### config.mk
export PLATFORM = sky130hd
export DESIGN_NAME = smu_ctrl
export DESIGN_NICKNAME = d
export VERILOG_FILES = /design/src/hw/rtl/smu_pkg.sv /design/src/hw/rtl/smu_ctrl.sv
export SDC_FILE = /design/constraint.sdc
export NUM_CORES = 1
export LEC_CHECK = 0
export BUFFER_PORTS_ARGS = -buffer_cell sky130_fd_sc_hd__buf_2
export CAP_MARGIN = 15
export CORE_AREA = 2 2 39 41
export CTS_BUF_LIST = sky130_fd_sc_hd__clkbuf_16
export CTS_CLUSTER_DIAMETER = 30
export DETAILED_ROUTE_END_ITERATION = 10
export DIE_AREA = 0 0 41 43
export PLACE_DENSITY = 0.58
export SLEW_MARGIN = 30
export SYNTH_ARGS = -nofsm -noshare
export SYNTH_HDL_FRONTEND = slang
export SYNTH_SLANG_ARGS = --single-unit
export TNS_END_PERCENT = 20
### constraint.sdc
create_clock -name i_clk -period 3.6 [get_ports i_clk]
set_input_delay 0 -clock i_clk [delete_from_list [all_inputs] [get_ports i_clk]]
set_output_delay 0 -clock i_clk [all_outputs]
set_load 0.02 [all_outputs]
### src/hw/rtl/smu_pkg.sv
// Package with types, constants and codes of the segmented memory unit.
`timescale 1ns / 1ps
package smu_pkg;
    localparam int MAX_SEGMENTS  = 256;
    localparam int SEGMENT_WORDS = 1024;
    localparam int ID_W   = $clog2(MAX_SEGMENTS);
    localparam int OFF_W  = $clog2(SEGMENT_WORDS);
    localparam int LEN_W  = OFF_W + 1;
    localparam int ADDR_W = ID_W + OFF_W;
    localparam int CNT_W  = ID_W + 1;

    localparam logic [2:0] MODE_MAP    = 3'd0;
    localparam logic [2:0] MODE_UNMAP  = 3'd1;
    localparam logic [2:0] MODE_READ   = 3'd2;
    localparam logic [2:0] MODE_WRITE  = 3'd3;
    localparam logic [2:0] MODE_LOAD   = 3'd4;
    localparam logic [2:0] MODE_APPEND = 3'd5;

    localparam logic [2:0] ST_OK         = 3'd0;
    localparam logic [2:0] ST_NO_ID      = 3'd1;
    localparam logic [2:0] ST_TOO_LARGE  = 3'd2;
    localparam logic [2:0] ST_NOT_MAPPED = 3'd3;
    localparam logic [2:0] ST_OFFSET     = 3'd4;
    localparam logic [2:0] ST_FULL       = 3'd5;

    typedef struct packed {
        logic [2:0]  mode;
        logic [7:0]  target_seg;
        logic [9:0]  offset;
        logic [10:0] map_words;
        logic [31:0] value;
    } t_in;

    typedef struct packed {
        logic [2:0]  status;
        logic [31:0] read_data;
        logic [7:0]  new_id;
    } t_out;

    typedef enum logic [3:0] {
        S_IDLE, S_LOOK, S_DECIDE, S_FILL, S_CP_RD, S_CP_WR,
        S_RD_WAIT, S_RD_TAKE, S_FIN, S_OUT
    } t_state;

    // Commands from the controller to the datapath.
    typedef struct packed {
        logic capture;     // latch the input beat
        logic look;        // read length and queue head tables
        logic decide;      // evaluate the operation, commit table updates
        logic fill_wr;     // write zero at fill index
        logic cp_rd;       // read source word at copy index
        logic cp_wr;       // write copied word into segment 0
        logic rd_issue;    // read the addressed word
        logic rd_take;     // latch the read word
        logic fin_copy;    // set the length of segment 0 after a load
        logic out_load;    // load the result register
        logic out_clear;   // result taken; the controller never sets it
    } t_cmd;

    typedef struct packed {
        logic need_fill;
        logic need_copy;
        logic need_read;
        logic walk_last;   // current index is the last one of a walk
        logic walk_empty;  // walk has no words
        logic out_full;
    } t_sts;
endpackage

### src/hw/rtl/smu_ctrl.sv
// Controller state machine of the segmented memory unit.
`timescale 1ns / 1ps
module smu_ctrl
    import smu_pkg::*;
(
    input  logic   i_clk,
    input  logic   i_rst_n,
    input  logic   i_in_valid,
    input  t_sts   i_sts,
    output logic   o_in_ready,
    output t_cmd   o_cmd
);
    t_state r_state, n_state;

    always_ff @(posedge i_clk) begin
        if (!i_rst_n) begin
            r_state <= S_IDLE;
        end else begin
            r_state <= n_state;
        end
    end

    always_comb begin
        n_state    = r_state;
        o_cmd      = '0;
        o_in_ready = 1'b0;
        case (r_state)
            S_IDLE: begin
                o_in_ready = 1'b1;
                if (i_in_valid) begin
                    o_cmd.capture = 1'b1;
                    n_state = S_LOOK;
                end
            end
            S_LOOK: begin
                o_cmd.look = 1'b1;
                n_state = S_DECIDE;
            end
            S_DECIDE: begin
                o_cmd.decide = 1'b1;
                if (i_sts.need_fill) begin
                    n_state = S_FILL;
                end else if (i_sts.need_copy) begin
                    n_state = S_CP_RD;
                end else if (i_sts.need_read) begin
                    n_state = S_RD_WAIT;
                end else begin
                    n_state = S_FIN;
                end
            end
            S_FILL: begin
                if (i_sts.walk_empty) begin
                    n_state = S_FIN;
                end else begin
                    o_cmd.fill_wr = 1'b1;
                    if (i_sts.walk_last) begin
                        n_state = S_FIN;
                    end
                end
            end
            S_CP_RD: begin
                if (i_sts.walk_empty) begin
                    o_cmd.fin_copy = 1'b1;
                    n_state = S_FIN;
                end else begin
                    o_cmd.cp_rd = 1'b1;
                    n_state = S_CP_WR;
                end
            end
            S_CP_WR: begin
                o_cmd.cp_wr = 1'b1;
                if (i_sts.walk_last) begin
                    o_cmd.fin_copy = 1'b1;
                    n_state = S_FIN;
                end else begin
                    n_state = S_CP_RD;
                end
            end
            S_RD_WAIT: begin
                o_cmd.rd_issue = 1'b1;
                n_state = S_RD_TAKE;
            end
            S_RD_TAKE: begin
                o_cmd.rd_take = 1'b1;
                n_state = S_FIN;
            end
            S_FIN: begin
                if (!i_sts.out_full) begin
                    o_cmd.out_load = 1'b1;
                    n_state = S_IDLE;
                end
            end
            default: n_state = S_IDLE;
        endcase
    end
endmodule

==> results of run 1 <==
## metal layers
layer  track usage [%]  part of all wire [%]  up-vias
met4              4.00                     0        0
met3              7.85                   5.2        0
met2              18.1                    48       12
li1                  -                     -      229
met1              18.7                    47      202
met5                 0                     0        -
## layout make-up
cell class / instances / area share, %
Timing Repair Buffer: 19 / 17.1
Inverter: 2 / 1.35
Clock buffer: 3 / 13.5
Sequential cell: 4 / 14.4
Tap cell: 16 / 3.60
Multi-Input combinational cell: 43 / 50.0
## worst paths after layout
kind                                start                      end
setup reg to reg  r_state[2]$_SDFFE_PN0P_  r_state[3]$_SDFFE_PN0P_
setup / recovery  r_state[0]$_SDFFE_PN0P_                o_cmd[10]
hold reg to reg   r_state[3]$_SDFFE_PN0P_  r_state[3]$_SDFFE_PN0P_
hold / removal                    i_rst_n  r_state[0]$_SDFFE_PN0P_
## power by group through the flow
stage / Sequential, mW / Clock, mW / Combinational [mW]
after floorplan: 0.0535 / 0 / 0.0804
after global placement: 0.0650 / 0 / 0.0868
after detailed placement: 0.0651 / 0 / 0.0863
after CTS: 0.0643 / 0.173 / 0.0875
after global routing: 0.0667 / 0.181 / 0.0945
final: 0.0649 / 0.172 / 0.0875
## Yosys cell counts, drive strengths merged
cell type	number
nand4b	1
mux2i	1
nor3	6
or4b	1
and2b	1
or3	1
nor2	7
nand2b	4
o21a	1
dfxtp	4
nand2	3
buf	3
conb	1
a31oi	2
o21ai	1
nor2b	1
o311a	1
clkbuf	2
o22ai	2
or2	1
inv	2
and2	2
o31a	1
nor4	4
a211oi	1
## logic make-up after synthesis
logic type	Yosys count	synth area share, %
AO/OA/AOI/OAI	9	17.7
buffers and inverters	7	11.2
AND/OR/NAND/NOR	32	47.8
other	1	0.931
multiplexers	1	2.48
flip-flops	4	19.9
## stage by stage
| stage | hold WS [ps] | cell area, um^2 | worst slack (ps) |
|---|---|---|---|
| finish | 47.9 | 556 | 2040 |
| global placement | 265 | 480 | 2180 |
| floorplan | 79.8 | 403 | 1970 |
| detailed placement | 270 | 480 | 2150 |
| global route | 62.5 | 556 | 1920 |
| CTS | 51.1 | 556 | 2030 |
==> impl_metrics.json, run 1 <==
{
  "cts_setup_buffers": 0,
  "setup_viol": 0,
  "period_needed_ps": 1560,
  "fin_setup_tns_ps": 0,
  "wl_per_cell_um": 11.9,
  "cts_max_level": 1,
  "slowest_delay_ps": 410,
  "layout_commonest_cell": "buf_2",
  "cts-resized-gates": 0,
  "cp_max_fo": 10,
  "endpoint_kind": "output port",
  "cts_tree": "yes",
  "multi_input_area_um2": 278,
  "path_class": "reg2out",
  "drive_gt1_share_pct": 39.4,
  "cp_num_buf_inv": 1,
  "yosysUniqueCellTypes": 31,
  "synth_area_leader_cell": "dfxtp_1",
  "seq_area_um2": 80.1,
  "final_cells": 87,
  "power.density_nw_per_um2": 585,
  "antenna_found_initial": 0,
  "avgSynthCellArea_um2": 7.46,
  "ios": 21,
  "final_cell_mix": "19 x buf_2, 7 x nor2_1, 6 x nor3_1",
  "largest_reg_flops": 4,
  "hold_viol_final": 0,
  "vias": 443,
  "grt_pass1_wl_um": 1590,
  "place_congestion": 0.820,
  "core_area_um2": 1380,
  "reg2regPathDepth": 4,
  "die_h_um": 43,
  "status": "finished clean",
  "start_util_pct": 29.1,
  "cts_buffers": 3,
  "finClkSkew_ps": 1.09,
  "synth_seq_area_share_pct": 19.9,
  "synth-seq-cells": 4,
  "critical_path_depth": 4,
  "fillCellCount": 148,
  "slew_viol_final": 0,
  "routed_wl_um": 1030,
  "netlist_area_um2": 403,
  "drt_iter0_markers": 5,
  "maxCapViolCount": 0,
  "rows": 14,
  "cts.sinks": 4,
  "finalNetCount": 82,
  "postCtsHoldBufs": 0,
  "grt_overflow": 0,
  "diodes": 0,
  "hold_depth": 2,
  "drtPass1Iterations": 4,
  "vias_per_cell": 5.09,
  "drc": 0,
  "grt_start_max_net_pins": 13,
  "p_clk_share_pct": 53.1,
  "cts.clk_slew.worst_paths_ps": 30,
  "synth_top_area_share_pct": 19.9,
  "grt_pass1_vias": 355,
  "place_inst": 84,
  "max-vdd-ir-drop_uv": 375,
  "synth_warnings": 0,
  "synth_area_leaders": "dfxtp_1 20%, nor3_1 7.5%, nor2_1 6.5%",
  "fin_crit_sh_pct": 43.3,
  "cts_root_buf": "clkbuf_16",
  "syn_to_final_growth_pct": 37.9,
  "arrival_ps": 1560,
  "top_register": "r_state",
  "reg_top3": "r_state (4)",
  "finalCoreUtilization_pct": 40.1,
  "leakage_nw": 0.246,
  "p_comb_share_pct": 26.9,
  "sw_frac_of_total_pct": 29.8,
  "grt_usage_pct": 13.8,
  "worstSkewPairLatency_ps": 220,
  "r2r_slack_ps": 2130,
  "drtAntennaViolNets": 0,
  "finalPower_mw": 0.325,
  "synth_nets": 63,
  "numPortBuffers": 19,
  "die-area_um2": 1760,
  "fmax_mhz": 642,
  "p_int_mw": 0.228,
  "rsz0062_at_grt": "no",
  "min_path_type": "in2reg",
  "cp_slowest_cell": "dfxtp_1",
  "die-width_um": 41,
  "crit_chain": "or2_1, nor3_1, and2_1, buf_2",
  "synthCells": 54,
  "p_sw_mw": 0.0967,
  "startpoint_type": "flip-flop",
  "cp_top_family": "simple AND/OR/NAND/NOR gates",
  "cp_data_required_time_ps": 3600,
  "seq_power_share_pct": 20.0,
  "place.detailed.hpwl_um": 753,
  "cts_max_path_buffers": 2
}
Note: power is estimated with default switching activity, not from simulation.
==> run 2: changes to the inputs <==
Settings changed: PLACE_DENSITY 0.58 to 0.61.
Clock period 3.6 ns to 1.3 ns, I/O delays scaled along.
==> run 2 against run 1 <==
  * Non-clock buffer count is 11 higher
  * Final cell count increased by 13%
  * Clock power rose to 2.8 times the previous value
  * Combinational power rose to 4.2 times the previous value
  * Sequential cell count unchanged
  * Setup slack worse by 2000 ps
  * Clock skew down 0.90 ps
  * Core utilization increased by 11 points
  * Register-to-register slack got worse by 2100 ps
  * Global-route usage up 0.49 points
  * Die area unchanged
==> impl_metrics.json, run 2 (synthesized netlist as in run 1, its figures left out) <==
{
  "place.detailed.hpwl_um": 885,
  "start_util_pct": 29.1,
  "syn_to_final_growth_pct": 74.2,
  "seq_power_share_pct": 16.3,
  "dpl_cell_area_um2": 576,
  "period_needed_ps": 1270,
  "drt_iter0_markers": 2,
  "drtPass1Iterations": 4,
  "cts_max_path_buffers": 2,
  "arrival_ps": 1420,
  "numPortBuffers": 19,
  "routed_wl_um": 1110,
  "drtAntennaViolNets": 0,
  "cp_data_required_time_ps": 1450,
  "fin_crit_sh_pct": 98.0,
  "maxCapViolCount": 0,
  "cp_max_fo": 7,
  "ios": 21,
  "layout_commonest_cell": "buf_4",
  "finalPower_mw": 1.01,
  "worstSkewPairLatency_ps": 220,
  "wl_per_cell_um": 11.3,
  "status": "finished clean",
  "hold_viol_final": 0,
  "finClkSkew_ps": 0.186,
  "fmax_mhz": 785,
  "p_clk_share_pct": 47.0,
  "grt_pass1_wl_um": 1680,
  "cts_root_buf": "clkbuf_16",
  "drive_gt1_share_pct": 61.0,
  "fillCellCount": 126,
  "min_path_type": "in2reg",
  "die_h_um": 43,
  "grt_start_max_net_pins": 8,
  "finalNetCount": 93,
  "core_area_um2": 1380,
  "top_register": "r_state",
  "startpoint_type": "flip-flop",
  "cts_max_level": 1,
  "largest_reg_flops": 4,
  "rows": 14,
  "endpoint_kind": "flip-flop",
  "cts_buffers": 3,
  "fin_ws_ps": 26.0,
  "multi_input_area_um2": 319,
  "path_class": "reg2reg",
  "rsz0062_at_grt": "yes",
  "grt_overflow": 0,
  "leakage_nw": 0.312,
  "cts.clk_slew.worst_paths_ps": 30,
  "place_congestion": 0.845,
  "design_area_um2": 702,
  "p_sw_mw": 0.293,
  "reg_top3": "r_state (4)",
  "postCtsHoldBufs": 0,
  "crit_chain": "nand2b_4, nor4_2, or4b_1, o22ai_2",
  "setup_viol": 0,
  "seq_area_um2": 83.8,
  "sw_frac_of_total_pct": 29.0,
  "grt_usage_pct": 14.3,
  "cp_slowest_cell": "or4b_1",
  "slowest_delay_ps": 510,
  "die-width_um": 41,
  "vias_per_cell": 5.03,
  "power.density_nw_per_um2": 1440,
  "max-vdd-ir-drop_uv": 1000,
  "p_int_mw": 0.716,
  "antenna_found_initial": 0,
  "finalCoreUtilization_pct": 50.7,
  "drc": 0,
  "vias": 493,
  "dp_slack_ps": -26.6,
  "cts_tree": "yes",
  "slew_viol_final": 0,
  "final_cell_mix": "16 x buf_4, 13 x buf_2, 6 x nor2_1",
  "diodes": 0,
  "die-area_um2": 1760,
  "p_comb_share_pct": 36.7,
  "cts.sinks": 4,
  "grt_pass1_vias": 406
}
[run 2: worst paths after layout]
path,endpoint,depth (start not counted),from,slack [ps]
max,r_state[3]$_SDFFE_PN0P_,4,r_state[3]$_SDFFE_PN0P_,30
min,r_state[0]$_SDFFE_PN0P_,2,i_rst_n,40
max reg2reg,r_state[3]$_SDFFE_PN0P_,4,r_state[3]$_SDFFE_PN0P_,30
min reg2reg,r_state[3]$_SDFFE_PN0P_,2,r_state[3]$_SDFFE_PN0P_,570
[run 2: through the flow]
stage          instances  TNS (ps)  hold WS (ps)
6_report              98         0          39.7
5_1_grt               98      -161          46.5
4_1_cts               98     -62.5          36.1
3_5_place_dp          95     -26.6           267
3_3_place_gp          95         0           265
2_1_floorplan         54     -79.9          79.8
[run 2: final cells by class]
cell class	instances	share of cell area, %
clock buffers	3	10.7
inverters	2	1.07
multi-input cells	43	45.5
flip-flops and latches	4	11.9
well taps	16	2.85
repair buffers	30	28.0
[run 2: worst max-delay path: cells and delay by family, from the launching register on]
family          cells  cell delay, ps
simple gates        3             710
flops               1             370
compound gates      1             110
[run 2: power by group through the flow]
| stage | Sequential (mW) | Combinational [mW] | Clock (mW) |
|---|---|---|---|
| after floorplan | 0.148 | 0.239 | 0 |
| after global placement | 0.162 | 0.337 | 0 |
| after detailed placement | 0.161 | 0.337 | 0 |
| after CTS | 0.163 | 0.350 | 0.484 |
| after global routing | 0.167 | 0.399 | 0.490 |
| final | 0.165 | 0.370 | 0.474 |
[run 2: repair_timing]
item,CTS,global route
resized for setup,5,11
hold endpoints to repair,0,0
setup buffers,0,0
pin swaps,1,0
setup endpoints to repair,8,9
[run 2: metal layers]
layer  wire (um)  part of all wire [%]  track usage, %  vias up
met5           0                     0               0        -
met2         580                    52            22.5       17
met1         459                    42            16.7      226
li1            -                     -               -      248
met3          64                   5.8            6.28        2
met4           2                  0.18            4.00        0
